## src/hw/rtl/dns_response_address_extractor_unit_macros.svh

```systemverilog
// Assertion macros for the DNS response address extractor.
// Both macros expect signals named clk and arst_n in the calling scope.
`ifndef DNS_RESPONSE_ADDRESS_EXTRACTOR_UNIT_MACROS_SVH
`define DNS_RESPONSE_ADDRESS_EXTRACTOR_UNIT_MACROS_SVH

// The consequent must hold in the same cycle as the antecedent.
`define DRAE_ASSERT_SAME(name, pre, post, msg) \
	name: assert property (@(posedge clk) disable iff (!arst_n) (pre) |-> (post)) \
		else $error(msg);

// The consequent must hold in the cycle after the antecedent.
`define DRAE_ASSERT_NEXT(name, pre, post, msg) \
	name: assert property (@(posedge clk) disable iff (!arst_n) (pre) |=> (post)) \
		else $error(msg);

`endif

```

## src/hw/rtl/drae_pkg.sv

```systemverilog
// Types and constants for the DNS response address extractor.
// No dependencies; imported by the top level.
package drae_pkg;

	typedef enum logic [2:0] {
		PH_HEADER,
		PH_NAME,
		PH_POINTER,
		PH_FIXED,
		PH_RDATA,
		PH_DONE
	} phase_t;

	localparam logic [2:0] ST_OK     = 3'd0;
	localparam logic [2:0] ST_AGAIN  = 3'd1;
	localparam logic [2:0] ST_FAIL   = 3'd2;
	localparam logic [2:0] ST_NONAME = 3'd3;
	localparam logic [2:0] ST_TRUNC  = 3'd4;

	localparam logic [1:0] KIND_IPV4   = 2'd0;
	localparam logic [1:0] KIND_IPV6   = 2'd1;
	localparam logic [1:0] KIND_STATUS = 2'd2;

	localparam logic [1:0] FILT_BOTH = 2'd0;
	localparam logic [1:0] FILT_IPV4 = 2'd1;
	localparam logic [1:0] FILT_IPV6 = 2'd2;

	localparam logic [15:0] TYPE_A    = 16'd1;
	localparam logic [15:0] TYPE_AAAA = 16'd28;

	localparam logic [3:0] RCODE_SERVFAIL = 4'd2;
	localparam logic [3:0] RCODE_NXDOMAIN = 4'd3;

	typedef struct packed {
		logic [1:0]  kind;
		logic [63:0] address_high;
		logic [63:0] address_low;
		logic [2:0]  status;
		logic        last;
	} result_t;

endpackage

```

## src/hw/rtl/dns_response_address_extractor_unit.sv

```systemverilog
// Each result is registered: it is written into the result queue when its byte is accepted.
// Throughput: one message byte per cycle; a byte yields at most two results, which
// go into a four-entry result queue, and input is held off while fewer than two
// entries are free. Reset (arst_n low) clears the parse state, the filter and the queue.
// Depends on drae_pkg and the assertion macro header.
`include "dns_response_address_extractor_unit_macros.svh"

module dns_response_address_extractor_unit
	import drae_pkg::*;
(
	input  logic         clk,
	input  logic         arst_n,
	input  logic         s_axis_tvalid,
	output logic         s_axis_tready,
	input  logic [7:0]   s_axis_tdata,   // [7:0] data_byte
	input  logic         s_axis_tlast,   // end_of_message
	output logic         m_axis_tvalid,
	input  logic         m_axis_tready,
	output logic [135:0] m_axis_tdata,   // [63:0] address_high, [127:64] address_low,
	                                     // [130:128] status, rest zero
	output logic [1:0]   m_axis_tuser,   // [1:0] kind
	output logic         m_axis_tlast,   // last
	input  logic         cfg_valid,
	output logic         cfg_ready,
	input  logic [1:0]   cfg_data        // family_filter
);

	localparam int unsigned QDEPTH = 4;
	localparam int unsigned QAW    = $clog2(QDEPTH);

	logic [1:0]  filter_q;

	phase_t      phase_q, phase_d;
	logic [15:0] byte_count_q, byte_count_d;
	logic [15:0] question_count_q, question_count_d;
	logic [15:0] answer_count_q, answer_count_d;
	logic [15:0] record_index_q, record_index_d;
	logic [7:0]  label_q, label_d;
	logic [15:0] record_type_q, record_type_d;
	logic [15:0] rdata_length_q, rdata_length_d;
	logic [63:0] shift_hi_q, shift_hi_d;
	logic [63:0] shift_lo_q, shift_lo_d;
	logic        found_any_q, found_any_d;
	logic        hdr_resp_q, hdr_resp_d;
	logic [3:0]  hdr_rcode_q, hdr_rcode_d;
	logic        in_answer_q, in_answer_d;

	logic        acc;
	logic [7:0]  b;
	logic [15:0] byte_inc;
	logic [15:0] rdlen_full;
	logic [15:0] ri_next;
	logic [63:0] shift_hi_next, shift_lo_next;
	logic        is_a, is_aaaa;
	logic        rec_done;

	logic        addr_ev;
	logic [1:0]  addr_kind;
	logic [63:0] addr_hi, addr_lo;
	logic        stat_ev;
	logic [2:0]  stat_code;

	result_t     r0, r1;
	logic [1:0]  n_res;

	result_t     queue_q [QDEPTH];
	logic [QAW-1:0] wr_ptr_q, rd_ptr_q;
	logic [QAW:0]   count_q;
	logic [QAW:0]   push_n;
	logic           pop;

	assign cfg_ready = 1'b1;

	assign acc      = s_axis_tvalid && s_axis_tready;
	assign b        = s_axis_tdata;
	assign byte_inc = byte_count_q + 16'd1;
	assign rdlen_full    = {rdata_length_q[15:8], b};
	assign ri_next       = record_index_q + 16'd1;
	assign shift_hi_next = {shift_hi_q[55:0], shift_lo_q[63:56]};
	assign shift_lo_next = {shift_lo_q[55:0], b};
	assign is_a    = (record_type_q == TYPE_A) &&
	                 (filter_q == FILT_BOTH || filter_q == FILT_IPV4);
	assign is_aaaa = (record_type_q == TYPE_AAAA) &&
	                 (filter_q == FILT_BOTH || filter_q == FILT_IPV6);

	// Next parse state and the events raised by the current byte.
	always_comb begin
		phase_d          = phase_q;
		byte_count_d     = byte_count_q;
		question_count_d = question_count_q;
		answer_count_d   = answer_count_q;
		record_index_d   = record_index_q;
		label_d          = label_q;
		record_type_d    = record_type_q;
		rdata_length_d   = rdata_length_q;
		shift_hi_d       = shift_hi_q;
		shift_lo_d       = shift_lo_q;
		found_any_d      = found_any_q;
		hdr_resp_d       = hdr_resp_q;
		hdr_rcode_d      = hdr_rcode_q;
		in_answer_d      = in_answer_q;
		addr_ev          = 1'b0;
		addr_kind        = KIND_IPV4;
		addr_hi          = '0;
		addr_lo          = '0;
		stat_ev          = 1'b0;
		stat_code        = ST_OK;
		rec_done         = 1'b0;

		unique case (phase_q)
			PH_HEADER: begin
				byte_count_d = byte_inc;
				priority if (byte_count_q == 16'd2) begin
					hdr_resp_d = b[7];
				end else if (byte_count_q == 16'd3) begin
					hdr_rcode_d = b[3:0];
				end else if (byte_count_q == 16'd4) begin
					question_count_d = {b, 8'h00};
				end else if (byte_count_q == 16'd5) begin
					question_count_d = {question_count_q[15:8], b};
				end else if (byte_count_q == 16'd6) begin
					answer_count_d = {b, 8'h00};
				end else if (byte_count_q == 16'd7) begin
					answer_count_d = {answer_count_q[15:8], b};
				end else if (byte_count_q == 16'd11) begin
					priority if (!hdr_resp_q) begin
						stat_ev   = 1'b1;
						stat_code = ST_AGAIN;
					end else if (hdr_rcode_q == RCODE_SERVFAIL) begin
						stat_ev   = 1'b1;
						stat_code = ST_AGAIN;
					end else if (hdr_rcode_q == RCODE_NXDOMAIN) begin
						stat_ev   = 1'b1;
						stat_code = ST_NONAME;
					end else if (hdr_rcode_q != 4'd0) begin
						stat_ev   = 1'b1;
						stat_code = ST_FAIL;
					end else if (answer_count_q == 16'd0) begin
						stat_ev   = 1'b1;
						stat_code = ST_NONAME;
					end else begin
						in_answer_d    = (question_count_q == 16'd0);
						record_index_d = '0;
						label_d        = '0;
						phase_d        = PH_NAME;
					end
					if (stat_ev) begin
						phase_d = PH_DONE;
					end
				end else begin
				end
			end
			PH_NAME: begin
				priority if (label_q != 8'd0) begin
					label_d = label_q - 8'd1;
				end else if (b == 8'd0) begin
					phase_d      = PH_FIXED;
					byte_count_d = '0;
				end else if (b[7:6] == 2'b11) begin
					phase_d = PH_POINTER;
				end else begin
					label_d = b;
				end
			end
			PH_POINTER: begin
				phase_d      = PH_FIXED;
				byte_count_d = '0;
			end
			PH_FIXED: begin
				byte_count_d = byte_inc;
				if (!in_answer_q) begin
					// Question entry: type and class follow the name.
					rec_done = (byte_count_q == 16'd3);
				end else begin
					priority if (byte_count_q == 16'd0) begin
						record_type_d = {b, 8'h00};
					end else if (byte_count_q == 16'd1) begin
						record_type_d = {record_type_q[15:8], b};
					end else if (byte_count_q == 16'd8) begin
						rdata_length_d = {b, 8'h00};
					end else if (byte_count_q == 16'd9) begin
						rdata_length_d = rdlen_full;
						priority if ((is_a && rdlen_full < 16'd4) ||
						             (is_aaaa && rdlen_full < 16'd16)) begin
							stat_ev   = 1'b1;
							stat_code = ST_FAIL;
							phase_d   = PH_DONE;
						end else if (rdlen_full == 16'd0) begin
							rec_done = 1'b1;
						end else begin
							phase_d      = PH_RDATA;
							byte_count_d = '0;
							shift_hi_d   = '0;
							shift_lo_d   = '0;
						end
					end else begin
					end
				end
			end
			PH_RDATA: begin
				byte_count_d = byte_inc;
				if (byte_count_q[15:4] == 12'd0) begin
					shift_hi_d = shift_hi_next;
					shift_lo_d = shift_lo_next;
				end
				if (byte_count_q == 16'd3 && is_a) begin
					addr_ev     = 1'b1;
					addr_kind   = KIND_IPV4;
					addr_lo     = {32'h0, shift_lo_next[31:0]};
					found_any_d = 1'b1;
				end else if (byte_count_q == 16'd15 && is_aaaa) begin
					addr_ev     = 1'b1;
					addr_kind   = KIND_IPV6;
					addr_hi     = shift_hi_next;
					addr_lo     = shift_lo_next;
					found_any_d = 1'b1;
				end
				rec_done = (byte_inc == rdata_length_q);
			end
			PH_DONE: begin
			end
			default: begin
			end
		endcase

		if (rec_done) begin
			record_index_d = ri_next;
			label_d        = '0;
			phase_d        = PH_NAME;
			if (!in_answer_q) begin
				if (ri_next == question_count_q) begin
					in_answer_d    = 1'b1;
					record_index_d = '0;
				end
			end else if (ri_next == answer_count_q) begin
				stat_ev   = 1'b1;
				stat_code = found_any_d ? ST_OK : ST_NONAME;
				phase_d   = PH_DONE;
			end
		end

		// End of message: report truncation if no status went out, then start over.
		if (s_axis_tlast) begin
			if (!stat_ev && phase_q != PH_DONE) begin
				stat_ev   = 1'b1;
				stat_code = ST_TRUNC;
			end
			phase_d          = PH_HEADER;
			byte_count_d     = '0;
			question_count_d = '0;
			answer_count_d   = '0;
			record_index_d   = '0;
			label_d          = '0;
			record_type_d    = '0;
			rdata_length_d   = '0;
			shift_hi_d       = '0;
			shift_lo_d       = '0;
			found_any_d      = 1'b0;
			hdr_resp_d       = 1'b0;
			hdr_rcode_d      = '0;
			in_answer_d      = 1'b0;
		end
	end

	// Result records for the current byte: an address always precedes the status.
	always_comb begin
		r0    = '0;
		r1    = '0;
		n_res = 2'd0;
		if (addr_ev) begin
			r0.kind         = addr_kind;
			r0.address_high = addr_hi;
			r0.address_low  = addr_lo;
			n_res           = 2'd1;
			if (stat_ev) begin
				r1.kind   = KIND_STATUS;
				r1.status = stat_code;
				r1.last   = 1'b1;
				n_res     = 2'd2;
			end
		end else if (stat_ev) begin
			r0.kind   = KIND_STATUS;
			r0.status = stat_code;
			r0.last   = 1'b1;
			n_res     = 2'd1;
		end
	end

	always_ff @(posedge clk or negedge arst_n) begin
		if (!arst_n) begin
			filter_q <= FILT_BOTH;
		end else if (cfg_valid && cfg_ready) begin
			filter_q <= cfg_data;
		end
	end

	always_ff @(posedge clk or negedge arst_n) begin
		if (!arst_n) begin
			phase_q          <= PH_HEADER;
			byte_count_q     <= '0;
			question_count_q <= '0;
			answer_count_q   <= '0;
			record_index_q   <= '0;
			label_q          <= '0;
			record_type_q    <= '0;
			rdata_length_q   <= '0;
			shift_hi_q       <= '0;
			shift_lo_q       <= '0;
			found_any_q      <= 1'b0;
			hdr_resp_q       <= 1'b0;
			hdr_rcode_q      <= '0;
			in_answer_q      <= 1'b0;
		end else if (acc) begin
			phase_q          <= phase_d;
			byte_count_q     <= byte_count_d;
			question_count_q <= question_count_d;
			answer_count_q   <= answer_count_d;
			record_index_q   <= record_index_d;
			label_q          <= label_d;
			record_type_q    <= record_type_d;
			rdata_length_q   <= rdata_length_d;
			shift_hi_q       <= shift_hi_d;
			shift_lo_q       <= shift_lo_d;
			found_any_q      <= found_any_d;
			hdr_resp_q       <= hdr_resp_d;
			hdr_rcode_q      <= hdr_rcode_d;
			in_answer_q      <= in_answer_d;
		end
	end

	// Result queue.
	assign pop    = m_axis_tvalid && m_axis_tready;
	assign push_n = acc ? {{(QAW - 1){1'b0}}, n_res} : '0;

	// Room for the two results that one request can produce.
	assign s_axis_tready = (count_q <= (QAW + 1)'(QDEPTH - 2));

	always_ff @(posedge clk or negedge arst_n) begin
		if (!arst_n) begin
			wr_ptr_q <= '0;
			rd_ptr_q <= '0;
			count_q  <= '0;
		end else begin
			wr_ptr_q <= wr_ptr_q + push_n[QAW-1:0];
			rd_ptr_q <= rd_ptr_q + QAW'(pop);
			count_q  <= count_q + push_n - (QAW + 1)'(pop);
		end
	end

	always_ff @(posedge clk) begin
		if (acc && n_res != 2'd0) begin
			queue_q[wr_ptr_q] <= r0;
		end
		if (acc && n_res == 2'd2) begin
			queue_q[wr_ptr_q + QAW'(1)] <= r1;
		end
	end

	assign m_axis_tvalid = (count_q != '0);
	assign m_axis_tdata  = {5'b0, queue_q[rd_ptr_q].status,
	                        queue_q[rd_ptr_q].address_low,
	                        queue_q[rd_ptr_q].address_high};
	assign m_axis_tuser  = queue_q[rd_ptr_q].kind;
	assign m_axis_tlast  = queue_q[rd_ptr_q].last;

	`DRAE_ASSERT_SAME(a_queue_bound, 1'b1, count_q <= (QAW + 1)'(QDEPTH), "result queue overflow")
	`DRAE_ASSERT_NEXT(a_eom_restart, acc && s_axis_tlast, phase_q == PH_HEADER && byte_count_q == 16'd0, "no restart after end of message")
	`DRAE_ASSERT_SAME(a_done_no_addr, acc && phase_q == PH_DONE, !addr_ev && !stat_ev, "result after final status")
	`DRAE_ASSERT_NEXT(a_push_visible, acc && n_res != 2'd0, m_axis_tvalid, "pushed result not presented")

endmodule

```

## config.mk

```make
export PLATFORM = sky130hd
export DESIGN_NAME = dns_response_address_extractor_unit
export DESIGN_NICKNAME = d
export VERILOG_FILES = /design/src/hw/rtl/drae_pkg.sv /design/src/hw/rtl/dns_response_address_extractor_unit.sv
export VERILOG_INCLUDE_DIRS = /design/src /design/src/hw/rtl
export SDC_FILE = /design/constraint.sdc
export NUM_CORES = 2
export LEC_CHECK = 0
export BUFFER_PORTS_ARGS = -buffer_cell sky130_fd_sc_hd__buf_2
export CAP_MARGIN = 20
export CORE_MARGIN = 2
export CORE_UTILIZATION = 45
export CTS_CLUSTER_SIZE = 25
export DETAILED_ROUTE_END_ITERATION = 12
export HOLD_SLACK_MARGIN = 0.06
export SKIP_LAST_GASP = 1
export SYNTH_ARGS = -nofsm -noshare
export SYNTH_HDL_FRONTEND = slang
export SYNTH_SLANG_ARGS = --single-unit
```

## constraint.sdc

```tcl
create_clock -name clk -period 5.5 [get_ports clk]
set_clock_uncertainty 0.05 [all_clocks]
set_input_delay 0.55 -clock clk [delete_from_list [all_inputs] [get_ports clk]]
set_output_delay 0.55 -clock clk [all_outputs]
set_load 0.02 [all_outputs]
```

==> summary.txt <==
Detailed routing
  • Vias: 25,900
  • Via-to-Cell Ratio: 5.86
  • Final wirelength: 94.2 mm
  • DRT iter0 DRCs: 2,025
  • TritonRoute pass-1 iters: 7
  • Drt drc: 0
  • Post-route ant nets: 0
  • WL per Instance: 21.3 um

Final layout
  • Fin area: 36,900 um^2
  • Layout Nets: 3,436
  • Antenna Cells: 0
  • Share of post-route cells with drive strength above 1: 14.2%
  • Area Growth Syn to Fin: 13.1%

Place
  • Dpl cell area: 34,000 um^2
  • IO buf count: 151
  • Dpl hpwl: 56.3 mm
  • Gpl congestion: 0.904

Hold path
  • Worst Hold Class: in -> reg
  • Hold_sp: cfg_data[0]
  • Hold Path Sink: filter_q[0]
  • Hold Path Depth: 2

GRT
  • Vias in the first global route: 26,100
  • Gr ovfl total: 0
  • First-pass GRT wire length: 148 mm
  • Largest net degree at the start of global routing: 123
  • GRT Resource Usage Total: 25.1%
  • Initial antenna violation count: 0

Clock tree
  • Root Buffer: clkbuf_16
  • H-tree levels: 3
  • CTS tree: done
  • Reg clk slew, reported paths: 0.06 ns
  • Maximum clock insertion buffer count: 3
  • Setup Buffers After CTS: 0
  • Clock buffer count from CTS: 81
  • TritonCTS sink count: 775
  • Worst-Skew Late Latency: 0.64 ns
  • Post-CTS sizing: 0

Die
  • Initial Utilization: 45.5%
  • Die height: 273 um
  • Die area: 74,600 um^2
  • Die X: 273 um
  • Core area: 71,600 um^2
  • FP Rows: 98
  • # IOs: 158

Power and ir drop
  • Cell leakage power: 14.2 nW
  • Register share of total power: 42.6%
  • Psw: 4.70 mW
  • Power density over the cells: 408 nW/um^2
  • Switching Fraction: 31.2%
  • Combinational Power Share: 19.3%
  • Total power: 15.1 mW
  • Peak VDD IR: 0.000314 V
  • Internal Power: 10.4 mW
  • Clock network fraction of total power: 38.1%

Critical path
  • Critical path startpoint: byte_count_q[5]
  • Crit path kind: reg -> reg
  • Worst R2R Start: byte_count_q[5]
  • RR Endpoint: count_q[2]
  • Critical path capture point type: register
  • Crit-path max FO: 14
  • Critical Path RT: 5.97 ns
  • Register-to-Register Path Depth: 16
  • Startpoint types: register
  • WP data arrival: 5.30 ns
  • Flop2flop setup slack: 0.67 ns

Synth
  • Post-Synthesis Cells: 3,386
  • Sequential fraction of the synthesis area: 51.8%
  • Post-Syn Area: 32,600 um^2
  • Netlist cell types: 78
  • Synth warnings: 0
  • Async S/R FF share, synth: 31.4%
  • Synthesized flop and latch total: 775
  • Mean area per synthesized cell: 9.63 um^2
  • Dominant synthesized flop cell: dfxtp_1
  • EDFF count, synth: 16

Run status
  • Status: finished clean

Timing
  • RSZ-0062 raised after global routing: no
  • Worst slew pin tran: 1.06 ns
  • FMAX: 207 MHz
  • Final Setup Violations: 0
  • Tcrit/Tclk final: 87.8%
  • Rel. slew slack: 29.2%
  • Period minus WS final: 4.83 ns
  • Fin. Hold Viols: 0
  • Fin. max-slew vios: 0
  • TNS Setup: 0 ns

Flow run
  • MaxCap Viol Count: 0
-- synth_stat cells, types with 13 or more instances --
library cell / n / area share [%]
or3_1: 16 / 0.31
nand3_1: 38 / 0.58
ha_1: 16 / 0.61
o31ai_1: 37 / 0.85
a31oi_1: 14 / 0.27
mux4_2: 133 / 9.2
buf_4: 20 / 0.46
a22o_1: 134 / 3.6
a21oi_1: 34 / 0.52
dfrtp_1: 243 / 19
o21ai_0: 585 / 9.0
nand2_1: 849 / 9.8
o2111ai_1: 13 / 0.35
nor2_1: 84 / 0.97
nor4_1: 28 / 0.54
nor3_1: 26 / 0.40
edfxtp_1: 16 / 1.5
nand4_1: 29 / 0.56
and3_1: 14 / 0.27
inv_1: 44 / 0.51
nand2b_1: 15 / 0.29
buf_1: 16 / 0.18
dfxtp_1: 516 / 32
buf_2: 31 / 0.48
xor2_1: 21 / 0.56
xnor2_1: 43 / 1.2
clkbuf_1: 198 / 2.3
-- worst max-delay path, cell delays in order (launching register included) --
cell,delay [ns]
dfrtp_1,0.52
nor4_1,0.75
and3_1,0.39
and3_1,0.42
or3_1,0.22
inv_1,0.05
a21oi_1,0.36
nand3_1,0.22
ha_1,0.33
nand2b_1,0.16
ha_1,0.29
inv_1,0.06
ha_1,0.13
inv_1,0.05
fa_1,0.44
xor2_1,0.16
xnor2_1,0.12
-- kinds of logic after synthesis --
logic type / count (synthesis) / share of synthesized area, %
buffers and inverters: 309 / 3.91
DFF: 775 / 51.8
adders and majority gates: 17 / 0.676
muxes: 145 / 9.57
and+or+nand+nor: 1164 / 15.3
AOI/OAI and AO/OA: 909 / 16.9
xor gates and xnor gates: 65 / 1.79
other: 2 / 0.0230
-- placed cells by master, fill, tap and decap left out, types with 11 or more instances in the layout --
cell type and count:
edfxtp_1 16, nand2b_1 15, nand4_1 29, ha_1 16
buf_4 29, clkbuf_16 86, clkbuf_8 18, nor3_1 26
nand3_1 37, or3_1 15, clkbuf_1 17, mux4_2 133
o31ai_1 37, clkinv_2 11, nor4_1 28, a21oi_1 34
xnor2_1 43, nand2_1 848, nor2_1 75, dfxtp_1 516
o2111ai_1 13, inv_1 44, buf_12 13, and3_1 14
buf_2 150, xor2_1 21, dfrtp_1 241, a31oi_1 14
a22o_1 134, o21ai_0 585
-- layout make-up --
| cell class | count | area [um^2] |
|---|---|---|
| fillers | 6509 | 34700 |
| flip-flops and latches | 775 | 16900 |
| multi-input cells | 2306 | 14500 |
| clock buffers | 121 | 2460 |
| repair buffers | 195 | 1280 |
| well taps | 950 | 1190 |
| clock inverters | 27 | 354 |
| inverters | 44 | 165 |
-- routing by layer --
layer  global-route usage (%)  routed length (um)  vias to the layer above
met3                     3.97                5260                      137
met4                     6.67                2060                        0
met5                        0                   0                        -
li1                         -                   -                    12000
met1                     33.9               41300                    13000
met2                     41.9               45600                      790
-- state kept, by name (all words and copies together), names as in the netlist --
signal and cells:
queue_q 532, shift_lo_q 64, shift_hi_q 56, answer_count_q 16, byte_count_q 16, question_count_q 16, rdata_length_q 16, record_index_q 16
record_type_q 16, label_q 8, hdr_rcode_q 4, count_q 3, phase_q 3, filter_q 2, rd_ptr_q 2, wr_ptr_q 2
found_any_q 1, hdr_resp_q 1, in_answer_q 1
-- worst max path at each step --
stage | to | cells past startpoint | slack (ns)
floorplan | count_q[2] | 20 | 1.27
global placement | count_q[2] | 16 | 0.81
detailed placement | count_q[2] | 16 | 0.73
CTS | count_q[2] | 16 | 0.72
global route | count_q[2] | 16 | 0.38
finish | count_q[2] | 16 | 0.67
-- power by group through the flow --
| stage | clock network (mW) | logic (mW) | registers, mW |
|---|---|---|---|
| 2_1_floorplan | 0 | 2.22 | 6.25 |
| 3_3_place_gp | 0 | 2.87 | 6.52 |
| 3_5_place_dp | 0 | 2.90 | 6.53 |
| 4_1_cts | 5.82 | 2.90 | 6.42 |
| 5_1_grt | 6.05 | 3.15 | 6.48 |
| 6_report | 5.74 | 2.91 | 6.42 |
-- per-stage QoR --
stage / util (%) / setup slack, ns / hold slack (ns) / cells
after floorplan: - / 1.27 / 0.204 / 3390
after global placement: 47.5 / 0.807 / 0.378 / 4267
after detailed placement: 47.5 / 0.729 / 0.387 / 4268
after CTS: 51.5 / 0.722 / 0.0754 / 4417
after global routing: 51.5 / 0.381 / 0.0888 / 4418
final: 51.5 / 0.672 / 0.0990 / 4418
-- timing repair --
| action | CTS | global route |
|---|---|---|
| endpoints found under the hold margin | 97 | 0 |
| setup endpoints to repair | 0 | 0 |
| hold buffers | 1 | 0 |
No activity file was read; power rests on OpenSTA's default activity.
